==> config.mk <==
export PLATFORM = sky130hd
export DESIGN_NAME = integer_to_roman_numeral_flat
export DESIGN_NICKNAME = d
export VERILOG_FILES = /design/src/itrn_pkg.sv /design/src/itrn_if.sv /design/src/itrn_rom.sv /design/src/itrn_dp.sv /design/src/itrn_seq.sv /design/src/integer_to_roman_numeral.sv /design/src/flat_wrapper.sv
export SDC_FILE = /design/constraint.sdc
export NUM_CORES = 1
export LEC_CHECK = 0
export ABC_AREA = 1
export BUFFER_PORTS_ARGS = -buffer_cell sky130_fd_sc_hd__buf_4
export CAP_MARGIN = 15
export CORE_MARGIN = 1
export CORE_UTILIZATION = 46
export CTS_CLUSTER_DIAMETER = 80
export DETAILED_ROUTE_END_ITERATION = 7
export HOLD_SLACK_MARGIN = 0.1
export PLACE_DENSITY_LB_ADDON = 0.08
export SYNTH_ARGS = -nofsm -noshare
export SYNTH_HDL_FRONTEND = slang
export SYNTH_SLANG_ARGS = --single-unit
export TNS_END_PERCENT = 10
==> constraint.sdc <==
create_clock -name clk -period 3.1 [get_ports clk]
set_input_delay 0.62 -clock clk [delete_from_list [all_inputs] [get_ports clk]]
set_output_delay 0.62 -clock clk [all_outputs]
set_load 0.01 [all_outputs]
==> src/itrn_pkg.sv <==
package itrn_pkg;

  localparam int VALUE_W  = 16;
  localparam int CHAR_W   = 8;
  localparam int STATUS_W = 2;
  localparam int REM_W    = 12;
  localparam int STEP_W   = 5;

  localparam logic [VALUE_W-1:0] MAX_VALUE = VALUE_W'(3999);
  localparam logic [STEP_W-1:0]  STEP_LAST = STEP_W'(18);

  localparam logic [CHAR_W-1:0] CH_NONE = 8'h00;
  localparam logic [CHAR_W-1:0] CH_M    = 8'h4D;
  localparam logic [CHAR_W-1:0] CH_D    = 8'h44;
  localparam logic [CHAR_W-1:0] CH_C    = 8'h43;
  localparam logic [CHAR_W-1:0] CH_L    = 8'h4C;
  localparam logic [CHAR_W-1:0] CH_X    = 8'h58;
  localparam logic [CHAR_W-1:0] CH_V    = 8'h56;
  localparam logic [CHAR_W-1:0] CH_I    = 8'h49;

  typedef enum logic [STATUS_W-1:0] {
    ST_OK    = 2'd0,
    ST_ZERO  = 2'd1,
    ST_RANGE = 2'd2
  } status_t;

  typedef enum logic [1:0] {
    OP_RPT     = 2'd0,
    OP_PAIR_HI = 2'd1,
    OP_PAIR_LO = 2'd2
  } op_t;

  typedef struct packed {
    op_t               op;
    logic [CHAR_W-1:0] chr;
    logic [REM_W-1:0]  amount;
  } ucode_t;

  typedef struct packed {
    logic ge;
    logic drain;
  } dp_flags_t;

  typedef struct packed {
    logic emit;
    logic sub;
    logic last;
  } seq_ctl_t;

endpackage

==> src/itrn_if.sv <==
interface itrn_in_if;
  logic                          valid;
  logic                          ready;
  logic [itrn_pkg::VALUE_W-1:0]  value;

  modport source (output valid, output value, input ready);
  modport sink   (input valid, input value, output ready);
endinterface

interface itrn_out_if;
  logic                           valid;
  logic                           ready;
  logic [itrn_pkg::CHAR_W-1:0]    char_code;
  logic                           last;
  logic [itrn_pkg::STATUS_W-1:0]  status;

  modport source (output valid, output char_code, output last, output status, input ready);
  modport sink   (input valid, input char_code, input last, input status, output ready);
endinterface

==> src/itrn_rom.sv <==
module itrn_rom (
  input  logic [itrn_pkg::STEP_W-1:0] step,
  output itrn_pkg::ucode_t            word
);

  always_comb begin
    unique case (step)
      5'd0:    word = '{itrn_pkg::OP_RPT,     itrn_pkg::CH_M, 12'd1000};
      5'd1:    word = '{itrn_pkg::OP_PAIR_HI, itrn_pkg::CH_C, 12'd900};
      5'd2:    word = '{itrn_pkg::OP_PAIR_LO, itrn_pkg::CH_M, 12'd900};
      5'd3:    word = '{itrn_pkg::OP_RPT,     itrn_pkg::CH_D, 12'd500};
      5'd4:    word = '{itrn_pkg::OP_PAIR_HI, itrn_pkg::CH_C, 12'd400};
      5'd5:    word = '{itrn_pkg::OP_PAIR_LO, itrn_pkg::CH_D, 12'd400};
      5'd6:    word = '{itrn_pkg::OP_RPT,     itrn_pkg::CH_C, 12'd100};
      5'd7:    word = '{itrn_pkg::OP_PAIR_HI, itrn_pkg::CH_X, 12'd90};
      5'd8:    word = '{itrn_pkg::OP_PAIR_LO, itrn_pkg::CH_C, 12'd90};
      5'd9:    word = '{itrn_pkg::OP_RPT,     itrn_pkg::CH_L, 12'd50};
      5'd10:   word = '{itrn_pkg::OP_PAIR_HI, itrn_pkg::CH_X, 12'd40};
      5'd11:   word = '{itrn_pkg::OP_PAIR_LO, itrn_pkg::CH_L, 12'd40};
      5'd12:   word = '{itrn_pkg::OP_RPT,     itrn_pkg::CH_X, 12'd10};
      5'd13:   word = '{itrn_pkg::OP_PAIR_HI, itrn_pkg::CH_I, 12'd9};
      5'd14:   word = '{itrn_pkg::OP_PAIR_LO, itrn_pkg::CH_X, 12'd9};
      5'd15:   word = '{itrn_pkg::OP_RPT,     itrn_pkg::CH_V, 12'd5};
      5'd16:   word = '{itrn_pkg::OP_PAIR_HI, itrn_pkg::CH_I, 12'd4};
      5'd17:   word = '{itrn_pkg::OP_PAIR_LO, itrn_pkg::CH_V, 12'd4};
      5'd18:   word = '{itrn_pkg::OP_RPT,     itrn_pkg::CH_I, 12'd1};
      default: word = '{itrn_pkg::OP_RPT,     itrn_pkg::CH_I, 12'd1};
    endcase
  end

endmodule

==> src/itrn_dp.sv <==
module itrn_dp (
  input  logic                         clk,
  input  logic                         load,
  input  logic [itrn_pkg::REM_W-1:0]   load_value,
  input  logic [itrn_pkg::REM_W-1:0]   amount,
  input  itrn_pkg::seq_ctl_t           ctl,
  output itrn_pkg::dp_flags_t          flags
);

  logic [itrn_pkg::REM_W-1:0] rem_r;
  logic [itrn_pkg::REM_W-1:0] rem_nxt;

  always_comb begin
    rem_nxt = rem_r;
    if (load) begin
      rem_nxt = load_value;
    end else if (ctl.sub) begin
      rem_nxt = rem_r - amount;
    end
  end

  always_ff @(posedge clk) begin
    rem_r <= rem_nxt;
  end

  assign flags.ge    = (rem_r >= amount);
  assign flags.drain = (rem_r == amount);

endmodule

==> src/itrn_seq.sv <==
module itrn_seq (
  input  logic                         clk,
  input  logic                         rst_n,
  input  logic                         start,
  input  logic                         go,
  input  itrn_pkg::ucode_t             word,
  input  itrn_pkg::dp_flags_t          flags,
  output logic [itrn_pkg::STEP_W-1:0]  step,
  output logic                         busy,
  output itrn_pkg::seq_ctl_t           ctl
);

  logic [itrn_pkg::STEP_W-1:0] step_r;
  logic [itrn_pkg::STEP_W-1:0] step_nxt;
  logic                        busy_r;
  logic                        busy_nxt;

  always_comb begin
    ctl      = '0;
    step_nxt = step_r;
    busy_nxt = busy_r;
    if (start) begin
      busy_nxt = 1'b1;
      step_nxt = '0;
    end else if (busy_r && go) begin
      unique case (word.op)
        itrn_pkg::OP_RPT: begin
          if (flags.ge) begin
            ctl.emit = 1'b1;
            ctl.sub  = 1'b1;
            ctl.last = flags.drain;
            if (flags.drain) begin
              busy_nxt = 1'b0;
            end
          end else begin
            step_nxt = step_r + itrn_pkg::STEP_W'(1);
          end
        end
        itrn_pkg::OP_PAIR_HI: begin
          if (flags.ge) begin
            ctl.emit = 1'b1;
            step_nxt = step_r + itrn_pkg::STEP_W'(1);
          end else begin
            step_nxt = step_r + itrn_pkg::STEP_W'(2);
          end
        end
        itrn_pkg::OP_PAIR_LO: begin
          ctl.emit = 1'b1;
          ctl.sub  = 1'b1;
          ctl.last = flags.drain;
          step_nxt = step_r + itrn_pkg::STEP_W'(1);
          if (flags.drain) begin
            busy_nxt = 1'b0;
          end
        end
        default: begin
          busy_nxt = 1'b0;
        end
      endcase
    end
  end

  always_ff @(posedge clk) begin
    if (!rst_n) begin
      step_r <= '0;
      busy_r <= 1'b0;
    end else begin
      step_r <= step_nxt;
      busy_r <= busy_nxt;
    end
  end

  assign step = step_r;
  assign busy = busy_r;

  a_step_in_rom: assert property (@(posedge clk) disable iff (!rst_n)
    busy_r |-> step_r <= itrn_pkg::STEP_LAST)
    else $error("sequencer ran past the end of the program");

  a_last_ends_item: assert property (@(posedge clk) disable iff (!rst_n)
    (ctl.emit && ctl.last) |=> !busy_r)
    else $error("sequencer still busy after the final character");

  a_sub_needs_room: assert property (@(posedge clk) disable iff (!rst_n)
    ctl.sub |-> flags.ge)
    else $error("subtraction would underflow the remainder");

endmodule

==> src/integer_to_roman_numeral.sv <==
// Converts a 16-bit value to its subtractive Roman numeral, one character per output transaction.
// A zero or above-range value gives one status transaction, registered in the cycle after accept.
// A valid value runs through the 19-step control program, which emits a character or moves on
// to a later step whenever the output register can take a new transaction.
// A new value is taken once the previous numeral is finished and its last character can move.
// Reset (rst_n low, synchronous) empties the output register and parks the sequencer.
module integer_to_roman_numeral (
  input  logic        clk,
  input  logic        rst_n,
  itrn_in_if.sink     in_ch,
  itrn_out_if.source  out_ch
);

  logic                           out_valid_r;
  logic                           out_valid_nxt;
  logic [itrn_pkg::CHAR_W-1:0]    out_char_r;
  logic [itrn_pkg::CHAR_W-1:0]    out_char_nxt;
  logic                           out_last_r;
  logic                           out_last_nxt;
  itrn_pkg::status_t              out_status_r;
  itrn_pkg::status_t              out_status_nxt;

  logic                           go;
  logic                           accept;
  logic                           is_zero;
  logic                           is_range;
  logic                           start;
  logic                           busy;
  logic [itrn_pkg::STEP_W-1:0]    step;
  itrn_pkg::ucode_t               word;
  itrn_pkg::dp_flags_t            flags;
  itrn_pkg::seq_ctl_t             ctl;

  assign go           = !out_valid_r || out_ch.ready;
  assign in_ch.ready  = !busy && go;
  assign accept       = in_ch.valid && in_ch.ready;
  assign is_zero      = (in_ch.value == '0);
  assign is_range     = (in_ch.value > itrn_pkg::MAX_VALUE);
  assign start        = accept && !is_zero && !is_range;

  itrn_rom u_rom (
    .step (step),
    .word (word)
  );

  itrn_seq u_seq (
    .clk   (clk),
    .rst_n (rst_n),
    .start (start),
    .go    (go),
    .word  (word),
    .flags (flags),
    .step  (step),
    .busy  (busy),
    .ctl   (ctl)
  );

  itrn_dp u_dp (
    .clk        (clk),
    .load       (start),
    .load_value (in_ch.value[itrn_pkg::REM_W-1:0]),
    .amount     (word.amount),
    .ctl        (ctl),
    .flags      (flags)
  );

  always_comb begin
    out_valid_nxt  = out_valid_r;
    out_char_nxt   = out_char_r;
    out_last_nxt   = out_last_r;
    out_status_nxt = out_status_r;
    if (accept && (is_zero || is_range)) begin
      out_valid_nxt  = 1'b1;
      out_char_nxt   = itrn_pkg::CH_NONE;
      out_last_nxt   = 1'b1;
      out_status_nxt = is_zero ? itrn_pkg::ST_ZERO : itrn_pkg::ST_RANGE;
    end else if (ctl.emit) begin
      out_valid_nxt  = 1'b1;
      out_char_nxt   = word.chr;
      out_last_nxt   = ctl.last;
      out_status_nxt = itrn_pkg::ST_OK;
    end else if (out_ch.ready) begin
      out_valid_nxt  = 1'b0;
    end
  end

  always_ff @(posedge clk) begin
    if (!rst_n) begin
      out_valid_r <= 1'b0;
    end else begin
      out_valid_r <= out_valid_nxt;
    end
  end

  always_ff @(posedge clk) begin
    out_char_r   <= out_char_nxt;
    out_last_r   <= out_last_nxt;
    out_status_r <= out_status_nxt;
  end

  assign out_ch.valid     = out_valid_r;
  assign out_ch.char_code = out_char_r;
  assign out_ch.last      = out_last_r;
  assign out_ch.status    = out_status_r;

  a_ok_has_char: assert property (@(posedge clk) disable iff (!rst_n)
    (out_valid_r && out_status_r == itrn_pkg::ST_OK) |-> out_char_r != itrn_pkg::CH_NONE)
    else $error("numeral transaction carries no character");

  a_status_is_single: assert property (@(posedge clk) disable iff (!rst_n)
    (out_valid_r && out_status_r != itrn_pkg::ST_OK)
      |-> (out_last_r && out_char_r == itrn_pkg::CH_NONE))
    else $error("status transaction is not a lone final transaction");

  a_start_busy: assert property (@(posedge clk) disable iff (!rst_n)
    start |=> busy)
    else $error("sequencer did not start on an accepted value");

endmodule

==> src/flat_wrapper.sv <==
// flat-port wrapper written by rule: the top's interface ports become plain ports
module integer_to_roman_numeral_flat 
  (clk, rst_n, in_ch_valid, in_ch_value, in_ch_ready, out_ch_valid, out_ch_char_code, out_ch_last, out_ch_status, out_ch_ready);
  itrn_in_if in_ch_i ();
  itrn_out_if out_ch_i ();
  input  logic clk;
  input  logic rst_n;
  input wire logic [$bits(in_ch_i.valid)-1:0] in_ch_valid;
  input wire logic [$bits(in_ch_i.value)-1:0] in_ch_value;
  output wire logic [$bits(in_ch_i.ready)-1:0] in_ch_ready;
  output wire logic [$bits(out_ch_i.valid)-1:0] out_ch_valid;
  output wire logic [$bits(out_ch_i.char_code)-1:0] out_ch_char_code;
  output wire logic [$bits(out_ch_i.last)-1:0] out_ch_last;
  output wire logic [$bits(out_ch_i.status)-1:0] out_ch_status;
  input wire logic [$bits(out_ch_i.ready)-1:0] out_ch_ready;
  assign in_ch_i.valid = in_ch_valid;
  assign in_ch_i.value = in_ch_value;
  assign in_ch_ready = in_ch_i.ready;
  assign out_ch_valid = out_ch_i.valid;
  assign out_ch_char_code = out_ch_i.char_code;
  assign out_ch_last = out_ch_i.last;
  assign out_ch_status = out_ch_i.status;
  assign out_ch_i.ready = out_ch_ready;
  integer_to_roman_numeral u_core (.clk(clk), .rst_n(rst_n), .in_ch(in_ch_i), .out_ch(out_ch_i));
endmodule
==> impl_metrics.sql, run 1 <==
INSERT INTO impl_metrics (metric_group, metric, value, unit) VALUES
('drt', 'wl_per_cell', '12.9', 'um'),
('critical_path', 'r2r_cells', '20', ''),
('logic_synthesis', 'synthXorXnorAreaFrac', '0.0262', ''),
('global_route', 'groute.usage.overall', '0.206', ''),
('logic_synthesis', 'synth-seq-area-share', '0.339', ''),
('clock_tree', 'post_cts_buffers', '0', ''),
('critical_path', 'crit_path_start_kind', 'flop', ''),
('timing', 'clock-skew-final', '11.2', 'ps'),
('logic_synthesis', 'synth.cell_area', '3010', 'um2'),
('drt', 'post_detailed_route_via_to_cell_ratio', '5.00', ''),
('global_route', 'grt_first_pass_wirelength', '11.5', 'mm'),
('critical_path', 'worst_r2r_endpoint', 'u_core.u_rom.word[1]', ''),
('floorplan', 'initial_core_util', '0.475', ''),
('logic_synthesis', 'synth_warnings', '0', ''),
('floorplan', 'number_of_primary_i_o_pins', '33', ''),
('timing', 'finalWorstPathRequiredPeriod', '2850', 'ps'),
('job', 'max_cap_violations', '0', ''),
('floorplan', 'fp.dieW', '82.9', 'um'),
('critical_path', 'rrSetupSlack', '250', 'ps'),
('global_route', 'grt_antenna_before_repair', '0', ''),
('clock_tree', 'max-clock-path-buffers', '2', ''),
('floorplan', 'core_footprint', '6350', 'um2'),
('timing', 'timing_hold_violations_final', '0', ''),
('power_and_ir_drop', 'comb_power_share', '0.104', ''),
('floorplan', 'die_h', '82.9', 'um'),
('worst_hold_path', 'worst_hold_path_type', 'reg -> reg', ''),
('critical_path', 'path_class', 'reg -> reg', ''),
('timing', 'fin_setup_tns', '0', 'ps'),
('timing', 'hold_ws', '481', 'ps'),
('logic_synthesis', 'post-synth-top-area-fraction', '0.199', ''),
('drt', 'dr.pass1.iters', '4', ''),
('logic_synthesis', 'synthMuxAreaShare', '0', ''),
('power_and_ir_drop', 'netSwitchingFraction', '0.234', ''),
('drt', 'via_count', '2591', ''),
('logic_synthesis', 'basic_gate_share_of_the_synthesized_area_counting_and_or_nand_and_nor_cells', '0.342', ''),
('clock_tree', 'clk_pin_slew', '90', 'ps'),
('worst_hold_path', 'worstHoldEndpoint', 'u_core.out_ch.char_code[6]', ''),
('place', 'numPortBuffers', '30', ''),
('layout', 'antenna_cells_inserted', '0', ''),
('logic_synthesis', 'yosys.area_share.adder', '0.0980', ''),
('logic_synthesis', 'synth_compound_area_frac', '0.101', ''),
('logic_synthesis', 'synthCells', '403', ''),
('critical_path', 'critPathCaptureType', 'flop', ''),
('layout', 'stdcell_count', '518', ''),
('critical_path', 'slowest_delay', '410', 'ps'),
('layout', 'drive_above_1_share', '0.184', ''),
('timing', 'rsz0062_at_grt', 'yes', ''),
('drt', 'detailed_route_wire_length', '6.71', 'mm'),
('layout', 'fill_count', '617', ''),
('layout', 'nets', '483', ''),
('clock_tree', 'cts-buffers-inserted', '5', ''),
('logic_synthesis', 'leading_post_synthesis_cells_by_cell_area', 'sky130_fd_sc_hd__dfxtp_1, sky130_fd_sc_hd__edfxtp_1, sky130_fd_sc_hd__nand2_1', ''),
('layout', 'flow.area_growth_from_synthesis', '14.2', '%'),
('power_and_ir_drop', 'switching_power', '273', 'uW'),
('logic_synthesis', 'synth.avg_cell_area', '7.48', 'um2'),
('clock_tree', 'cts.sinks', '44', ''),
('place', 'placed_wire_length_estimate', '5.44', 'mm'),
('floorplan', 'die_area', '6880', 'um2'),
('worst_hold_path', 'hold_depth', '2', ''),
('global_route', 'sum_of_overflow_across_all_layers_after_global_routing', '0', ''),
('logic_synthesis', 'postSynthRegisterBits', '44', ''),
('global_route', 'grt_start_max_net_pins', '27', ''),
('timing', 'setup_violations', '0', ''),
('critical_path', 'critPathLaunch', 'u_core.u_dp.rem_r[0]', ''),
('drt', 'drt.antenna.violating_nets', '0', ''),
('critical_path', 'worst_endpoint_required_time', '3290', 'ps'),
('status', 'outcome', 'completed', ''),
('power_and_ir_drop', 'power.ir.vdd_worst', '0.187', 'mV'),
('logic_synthesis', 'netlist-cell-type-count', '39', ''),
('global_route', 'vias_in_the_first_global_route', '2508', ''),
('power_and_ir_drop', 'fin_total_pwr', '1160', 'uW');
[layer usage]
metal	GRT usage	vias up	wire [um]
li1	-	1382	-
met1	0.276	1148	3280
met2	0.335	49	3100
met3	0.0278	12	176
met4	0.0831	0	157
met5	0	-	0
[power groups by stage]
stage               Clock (uW)  Sequential (uW)  Combinational (uW)
floorplan                    0              626                70.6
global placement             0              624                 122
detailed placement           0              625                 122
CTS                        444              611                 122
global route               467              613                 136
finish                     431              611                 121
[final cells by class]
cell class | instances | area share
Clock buffer | 7 | 0.0313
Clock inverter | 1 | 0.00255
Inverter | 56 | 0.0618
Multi-Input combinational cell | 296 | 0.499
Sequential cell | 44 | 0.297
Tap cell | 77 | 0.0280
Timing Repair Buffer | 37 | 0.0807
[per-stage QoR]
| stage | worst slack, ps | area (um2) |
|---|---|---|
| 3_5_place_dp | 296 | 3320 |
| 6_report | 255 | 3440 |
| 5_1_grt | -20.5 | 3440 |
| 2_1_floorplan | 188 | 3020 |
| 4_1_cts | 286 | 3440 |
| 3_3_place_gp | 334 | 3320 |
[worst register-to-register path, delay by kind of cell (launching register included)]
kind	cells	cell delay, ps
AO/OA/AOI/OAI	1	220
adder cells (fa/ha/maj)	3	830
buffers and inverters	4	270
flip-flops	1	330
AND/OR/NAND/NOR	12	1100
[flip-flops by register name, summed over array words and instances, names as in the netlist]
register                 flops
u_core.u_rom.word           16
u_core.u_dp.rem_r           12
u_core.out_ch.char_code      6
u_core.u_seq.step            5
u_core.out_ch.status         2
u_core.out_ch.last           1
u_core.out_ch.valid          1
u_core.u_seq.busy            1
[cells in the final DEF (no fill, tap or decap), types with 4 or more instances in the layout]
cell type	n
sky130_fd_sc_hd__a21oi_1	17
sky130_fd_sc_hd__buf_4	37
sky130_fd_sc_hd__clkbuf_8	6
sky130_fd_sc_hd__dfxtp_1	30
sky130_fd_sc_hd__edfxtp_1	14
sky130_fd_sc_hd__ha_1	22
sky130_fd_sc_hd__inv_1	52
sky130_fd_sc_hd__nand2_1	95
sky130_fd_sc_hd__nand2_2	6
sky130_fd_sc_hd__nand2_4	6
sky130_fd_sc_hd__nand3_1	37
sky130_fd_sc_hd__nand4_1	11
sky130_fd_sc_hd__nor2_1	38
sky130_fd_sc_hd__o21ai_0	18
sky130_fd_sc_hd__o21ai_1	6
sky130_fd_sc_hd__or2_2	4
sky130_fd_sc_hd__xor2_1	6
[how the worst max path moves through the flow]
stage                                  to  cells past startpoint
floorplan            u_core.u_dp.rem_r[0]                     14
CTS                  u_core.u_rom.word[1]                     20
global placement     u_core.u_rom.word[1]                     20
global route        u_core.u_rom.word[21]                     20
finish               u_core.u_rom.word[1]                     20
detailed placement   u_core.u_rom.word[1]                     20
[Yosys cell counts (all sizes together)]
cell and instances:
inv 56, edfxtp 14, buf 6, clkbuf 2, o31ai 1, a21oi 21, nand3 41, xor2 6
nand2 107, o21ai 24, conb 1, dfxtp 30, or2 4, nand3b 3, a31oi 1, a21boi 2
o41ai 1, nand4 12, fa 1, ha 22, o2111ai 1, nor2 43, xnor2 3, nor3 1
[repair_timing]
item | in CTS | in global routing
endpoints found under the setup margin | 0 | 2
hold buffers | 0 | 0
gates resized for setup | 0 | 0
hold endpoints to repair | 0 | 0
[logic make-up (layout without fill, tap and decap cells)]
group,count (synthesis),after routing
and+or+nand+nor,211,211
buffers and inverters,64,101
AOI/OAI and AO/OA,51,51
DFF,44,44
adders and majority gates,23,23
xor gates and xnor gates,9,9
other,1,2
Note: power is estimated with default switching activity, not from simulation.
==> run 2, diff against run 1 <==
Settings changed: SLEW_MARGIN from default to 25.
Clock period 3.1 ns to 3.45 ns, I/O delays scaled along.
==> impl_metrics.sql, run 2 (synthesis gave the netlist of run 1 again) <==
INSERT INTO impl_metrics (metric_group, metric, value, unit) VALUES
('floorplan', 'row_count', '29', ''),
('drt', 'dr.first_iter.drc_count', '111', ''),
('critical_path', 'regToRegStartpoint', 'u_core.u_dp.rem_r[0]', ''),
('global_route', 'vias_in_the_first_global_route', '2465', ''),
('drt', 'wl_per_cell', '13.3', 'um'),
('clock_tree', 'max-clock-path-buffers', '2', ''),
('clock_tree', 'cts.sinks', '44', ''),
('global_route', 'grt_start_max_net_pins', '27', ''),
('job', 'max_cap_violations', '0', ''),
('critical_path', 'r2r_cells', '20', ''),
('worst_hold_path', 'worstHoldEndpoint', 'u_core.out_ch.char_code[6]', ''),
('layout', 'most-common-layout-cells', 'sky130_fd_sc_hd__nand2_1, sky130_fd_sc_hd__inv_1, sky130_fd_sc_hd__nor2_1, sky130_fd_sc_hd__nand3_1, sky130_fd_sc_hd__buf_4', ''),
('layout', 'largest_register_ff_count', '16', ''),
('critical_path', 'path_class', 'reg -> reg', ''),
('critical_path', 'critPathCaptureType', 'flop', ''),
('global_route', 'grt_first_pass_wirelength', '11.4', 'mm'),
('critical_path', 'crit_path_start_kind', 'flop', ''),
('timing', 'rsz0062_at_grt', 'no', ''),
('clock_tree', 'clk_pin_slew', '100', 'ps'),
('timing', 'setup_violations', '0', ''),
('place', 'routabilityCongestion', '0.942', ''),
('power_and_ir_drop', 'power.ir.vdd_worst', '0.170', 'mV'),
('layout', 'nets', '480', ''),
('drt', 'drt.antenna.violating_nets', '0', ''),
('floorplan', 'core_footprint', '6350', 'um2'),
('timing', 'fin_setup_tns', '0', 'ps'),
('clock_tree', 'cts.repair.resized', '0', ''),
('global_route', 'sum_of_overflow_across_all_layers_after_global_routing', '0', ''),
('critical_path', 'crit_arrival', '3220', 'ps'),
('floorplan', 'fp.dieW', '82.9', 'um'),
('drt', 'post_detailed_route_via_to_cell_ratio', '5.10', ''),
('timing', 'post-route-period-util', '0.883', ''),
('floorplan', 'initial_core_util', '0.475', ''),
('floorplan', 'die_h', '82.9', 'um'),
('critical_path', 'worst_endpoint_required_time', '3620', 'ps'),
('critical_path', 'worst_r2r_endpoint', 'u_core.u_rom.word[15]', ''),
('place', 'placed_wire_length_estimate', '5.39', 'mm'),
('critical_path', 'critical_path_peak_fanout', '11', ''),
('floorplan', 'number_of_primary_i_o_pins', '33', ''),
('global_route', 'groute.usage.overall', '0.206', ''),
('clock_tree', 'cts-htree-levels', '2', ''),
('global_route', 'grt_antenna_before_repair', '0', ''),
('timing', 'hold_ws', '484', 'ps'),
('floorplan', 'die_area', '6880', 'um2'),
('layout', 'fill_count', '624', ''),
('timing', 'number_of_pins_exceeding_their_max_slew_limit_in_the_final_report', '0', ''),
('layout', 'final_common_cell', 'sky130_fd_sc_hd__nand2_1', ''),
('clock_tree', 'cts_tree', 'done', ''),
('place', 'numPortBuffers', '30', ''),
('drt', 'detailed_route_wire_length', '6.83', 'mm'),
('timing', 'finalWorstPathRequiredPeriod', '3050', 'ps'),
('layout', 'flow.area_growth_from_synthesis', '12.7', '%'),
('layout', 'antenna_cells_inserted', '0', ''),
('status', 'outcome', 'completed', ''),
('timing', 'timing.fmax', '328', 'MHz'),
('worst_hold_path', 'worst_hold_path_type', 'reg -> reg', ''),
('timing', 'clock-skew-final', '9.31', 'ps'),
('clock_tree', 'post_cts_buffers', '0', ''),
('power_and_ir_drop', 'static-leakage-power', '0.00177', 'uW'),
('clock_tree', 'skew_pair_late_insertion_delay', '300', 'ps'),
('clock_tree', 'cts-buffers-inserted', '5', ''),
('timing', 'timing_hold_violations_final', '0', ''),
('clock_tree', 'ctsRootBufferMaster', 'sky130_fd_sc_hd__clkbuf_8', ''),
('critical_path', 'rrSetupSlack', '400', 'ps'),
('drt', 'route.detailed.drc', '0', ''),
('drt', 'dr.pass1.iters', '4', ''),
('worst_hold_path', 'min_from', 'u_core.out_ch.char_code[6]', ''),
('drt', 'via_count', '2629', ''),
('clock_tree', 'cts.hold.buffers_added', '0', ''),
('worst_hold_path', 'hold_depth', '2', ''),
('power_and_ir_drop', 'power_per_cell_area', '295', 'nW/um2'),
('layout', 'drive_above_1_share', '0.178', '');
-- run 2: layer usage --
metal | routed length, um | GRT usage | vias to the layer above | share of wire
met4 | 224 | 0.0940 | 0 | 0.033
met3 | 194 | 0.0338 | 16 | 0.028
met1 | 3250 | 0.269 | 1179 | 0.48
met5 | 0 | 0 | - | 0
li1 | - | - | 1380 | -
met2 | 3170 | 0.335 | 54 | 0.46
-- run 2: how the worst max path moves through the flow --
stage                                     from                     to  depth (start not counted)
after floorplan           u_core.u_dp.rem_r[0]   u_core.u_dp.rem_r[0]                         14
after global placement          in_ch_value[7]  u_core.u_rom.word[15]                         15
after detailed placement        in_ch_value[7]  u_core.u_rom.word[15]                         15
after CTS                 u_core.u_dp.rem_r[0]  u_core.u_rom.word[15]                         20
after global routing      u_core.u_dp.rem_r[0]  u_core.u_rom.word[15]                         19
final                     u_core.u_dp.rem_r[0]  u_core.u_rom.word[15]                         20
-- run 2: stage by stage --
stage / cell area, um2 / setup slack, ps / power (uW) / util / cells
2_1_floorplan: 3020 / 538 / 626 / - / 404
3_3_place_gp: 3300 / 411 / 668 / 0.520 / 507
3_5_place_dp: 3300 / 347 / 669 / 0.520 / 507
4_1_cts: 3400 / 418 / 1020 / 0.535 / 515
5_1_grt: 3400 / 84.9 / 1050 / 0.535 / 515
6_report: 3400 / 403 / 1000 / 0.535 / 515
-- run 2: area by class of cell --
class | count | area [um2] | share of cell area
clock buffers | 5 | 68.8 | 0.0203
clock inverters | 3 | 26.3 | 0.00773
inverters | 56 | 213 | 0.0626
multi-input cells | 296 | 1720 | 0.505
flip-flops and latches | 44 | 1020 | 0.301
well taps | 77 | 96.3 | 0.0284
repair buffers | 34 | 255 | 0.0751
-- run 2: critical path: stages (launching register included) --
cell and delay, ps:
sky130_fd_sc_hd__edfxtp_1 340, sky130_fd_sc_hd__inv_1 40, sky130_fd_sc_hd__ha_1 200, sky130_fd_sc_hd__fa_1 420
sky130_fd_sc_hd__inv_1 70, sky130_fd_sc_hd__nand3_1 60, sky130_fd_sc_hd__nand2_1 140, sky130_fd_sc_hd__nand2_1 80
sky130_fd_sc_hd__nand2_2 100, sky130_fd_sc_hd__nand2_4 80, sky130_fd_sc_hd__nand2_4 100, sky130_fd_sc_hd__nand2_4 70
sky130_fd_sc_hd__nand2_4 100, sky130_fd_sc_hd__nand2_1 70, sky130_fd_sc_hd__nand3_2 200, sky130_fd_sc_hd__inv_1 150
sky130_fd_sc_hd__ha_1 240, sky130_fd_sc_hd__nand4_1 160, sky130_fd_sc_hd__nand2_1 90, sky130_fd_sc_hd__nand3_1 80
sky130_fd_sc_hd__nand3_1 130
-- run 2: where the power goes --
group          leakage, uW  switching (uW)  internal, uW
Clock            0.0000491             198           149
Sequential        0.000371            4.31           545
Combinational      0.00135            60.5          47.1
Total              0.00177             263           741
==> run 3, diff against run 2 <==
==> constraint.sdc (replaced) <==
create_clock -name clk -period 3.45 [get_ports clk]
set_input_delay 0 -clock clk [delete_from_list [all_inputs] [get_ports clk]]
set_output_delay 0 -clock clk [all_outputs]
set_load 0.01 [all_outputs]
==> impl_metrics.sql, run 3 (synthesis gave the netlist of run 1 again) <==
INSERT INTO impl_metrics (metric_group, metric, value, unit) VALUES
('status', 'outcome', 'completed', ''),
('critical_path', 'slowest_delay', '410', 'ps'),
('global_route', 'grt_first_pass_wirelength', '11.5', 'mm'),
('timing', 'timing_hold_violations_final', '0', ''),
('place', 'placed_cell_area', '3290', 'um2'),
('timing', 'rsz0062_at_grt', 'no', ''),
('timing', 'post-route-period-util', '0.901', ''),
('worst_hold_path', 'min_from', 'in_ch_value[7]', ''),
('layout', 'most-common-layout-cells', 'sky130_fd_sc_hd__nand2_1, sky130_fd_sc_hd__inv_1, sky130_fd_sc_hd__nor2_1, sky130_fd_sc_hd__nand3_1, sky130_fd_sc_hd__buf_4', ''),
('clock_tree', 'cts.sinks', '44', ''),
('critical_path', 'rrSetupSlack', '340', 'ps'),
('worst_hold_path', 'worst_hold_path_type', 'in -> reg', ''),
('global_route', 'grt_antenna_before_repair', '0', ''),
('place', 'placed_wire_length_estimate', '5.38', 'mm'),
('layout', 'fill_count', '642', ''),
('clock_tree', 'cts.hold.buffers_added', '11', ''),
('critical_path', 'cp_num_buf_inv', '4', ''),
('timing', 'finalWorstPathRequiredPeriod', '3110', 'ps'),
('critical_path', 'crit_arrival', '3290', 'ps'),
('critical_path', 'cp_common_cell', 'sky130_fd_sc_hd__inv_1', ''),
('timing', 'number_of_pins_exceeding_their_max_slew_limit_in_the_final_report', '0', ''),
('critical_path', 'regToRegStartpoint', 'u_core.u_dp.rem_r[0]', ''),
('clock_tree', 'post_cts_buffers', '0', ''),
('global_route', 'vias_in_the_first_global_route', '2573', ''),
('drt', 'dr.first_iter.drc_count', '80', ''),
('critical_path', 'crit_path_start_kind', 'flop', ''),
('place', 'numPortBuffers', '30', ''),
('critical_path', 'worst_endpoint_required_time', '3630', 'ps'),
('critical_path', 'critical_path_peak_fanout', '8', ''),
('layout', 'register_area', '1020', 'um2'),
('layout', 'drive_above_1_share', '0.170', ''),
('critical_path', 'worst_r2r_endpoint', 'u_core.u_rom.word[1]', ''),
('clock_tree', 'cts-buffers-inserted', '5', ''),
('drt', 'drt.antenna.violating_nets', '0', ''),
('layout', 'postLayoutCellArea', '3490', 'um2'),
('clock_tree', 'cts.repair.resized', '0', ''),
('layout', 'nets', '489', ''),
('layout', 'flow.area_growth_from_synthesis', '15.9', '%'),
('worst_hold_path', 'worstHoldEndpoint', 'u_core.u_dp.rem_r[7]', ''),
('floorplan', 'row_count', '29', ''),
('floorplan', 'die_h', '82.9', 'um'),
('power_and_ir_drop', 'power.ir.vdd_worst', '0.180', 'mV'),
('place', 'dp_cells', '505', ''),
('drt', 'detailed_route_wire_length', '6.83', 'mm'),
('drt', 'wl_per_cell', '13.0', 'um'),
('global_route', 'groute.usage.overall', '0.208', ''),
('critical_path', 'worst_path_dominant_cell_family', 'simple AND/OR/NAND/NOR gates', ''),
('worst_hold_path', 'hold_depth', '3', ''),
('layout', 'antenna_cells_inserted', '0', ''),
('job', 'max_cap_violations', '0', ''),
('critical_path', 'r2r_cells', '20', ''),
('power_and_ir_drop', 'power_per_cell_area', '288', 'nW/um2'),
('power_and_ir_drop', 'static-leakage-power', '0.00181', 'uW'),
('timing', 'clock-skew-final', '8.80', 'ps'),
('floorplan', 'initial_core_util', '0.475', ''),
('floorplan', 'number_of_primary_i_o_pins', '33', ''),
('drt', 'dr.pass1.iters', '4', ''),
('critical_path', 'path_class', 'reg -> reg', ''),
('layout', 'multi_input_area', '1720', 'um2'),
('critical_path', 'critPathCaptureType', 'flop', ''),
('clock_tree', 'skew_pair_late_insertion_delay', '300', 'ps'),
('clock_tree', 'max-clock-path-buffers', '2', ''),
('clock_tree', 'cts_tree', 'done', ''),
('critical_path', 'timing.critical_path.cells', 'inv_1 -> ha_1 -> fa_1 -> inv_1 -> nand3_1 -> nand2_1 -> nand2_1 -> nand2_2 -> nand2_4 -> nand2_4 -> nand2_4 -> nand3_1 -> nand2_1 -> nand3_1 -> inv_1 -> ha_1 -> nand4_1 -> inv_1 -> o21ai_1 -> nor2_1', ''),
('critical_path', 'critical_path.slowest_cell', 'sky130_fd_sc_hd__fa_1', ''),
('timing', 'fin_setup_tns', '0', 'ps'),
('clock_tree', 'ctsRootBufferMaster', 'sky130_fd_sc_hd__clkbuf_8', ''),
('timing', 'setup_violations', '0', ''),
('floorplan', 'die_area', '6880', 'um2'),
('global_route', 'sum_of_overflow_across_all_layers_after_global_routing', '0', ''),
('place', 'routabilityCongestion', '0.907', ''),
('timing', 'timing.fmax', '322', 'MHz'),
('clock_tree', 'cts-htree-levels', '2', ''),
('layout', 'final_common_cell', 'sky130_fd_sc_hd__nand2_1', ''),
('clock_tree', 'clk_pin_slew', '90', 'ps'),
('floorplan', 'fp.dieW', '82.9', 'um'),
('drt', 'route.detailed.drc', '0', ''),
('layout', 'stdcell_count', '524', ''),
('global_route', 'grt_start_max_net_pins', '27', ''),
('layout', 'largest_register_ff_count', '16', ''),
('floorplan', 'core_footprint', '6350', 'um2'),
('drt', 'post_detailed_route_via_to_cell_ratio', '5.12', ''),
('drt', 'via_count', '2684', '');
==> run 3: cell type report <==
type / count / share of cell area
clock buffer: 6 / 0.0236
clock inverter: 2 / 0.00358
sequential: 44 / 0.292
tap: 77 / 0.0276
inverter: 56 / 0.0609
timing repair buffer: 43 / 0.100
multi-input combinational: 296 / 0.492
==> run 3: report_power, final <==
group	internal (uW)	leakage [uW]	total, uW	switching [uW]
clock network	163	0.0000521	342	178
registers	545	0.000371	549	4.65
logic	53.9	0.00138	116	62.2
total	762	0.00181	1010	245
==> run 3: worst max-delay path by stage <==
stage	startpoint	to	slack, ps	depth (start not counted)
finish	u_core.u_dp.rem_r[0]	u_core.u_rom.word[1]	340	20
global route	u_core.u_dp.rem_r[0]	u_core.u_rom.word[1]	80	19
CTS	u_core.u_dp.rem_r[0]	u_core.u_rom.word[1]	380	20
detailed placement	u_core.u_dp.rem_r[0]	u_core.u_rom.word[1]	400	20
global placement	u_core.u_dp.rem_r[0]	u_core.u_rom.word[1]	510	20
floorplan	u_core.u_dp.rem_r[0]	u_core.u_dp.rem_r[0]	540	14
==> run 3: worst min-delay path, cell delays in order <==
cell	delay [ps]
sky130_fd_sc_hd__buf_4	80
sky130_fd_sc_hd__inv_1	70
sky130_fd_sc_hd__o21ai_0	170
==> run 3: stage by stage <==
stage	worst slack, ps	util	power (uW)	hold slack [ps]
finish	342	0.550	1010	125
global route	84.6	0.550	1060	145
CTS	383	0.550	1020	105
detailed placement	398	0.518	667	245
global placement	507	0.518	667	240
floorplan	538	-	626	126
==> run 3: per-layer routing <==
metal  wire [um]  global-route usage  up-vias
li1            -                   -     1397
met5           0                   0        -
met1        3270               0.260     1226
met3         154              0.0288       19
met4         231               0.113        0
met2        3180               0.346       42
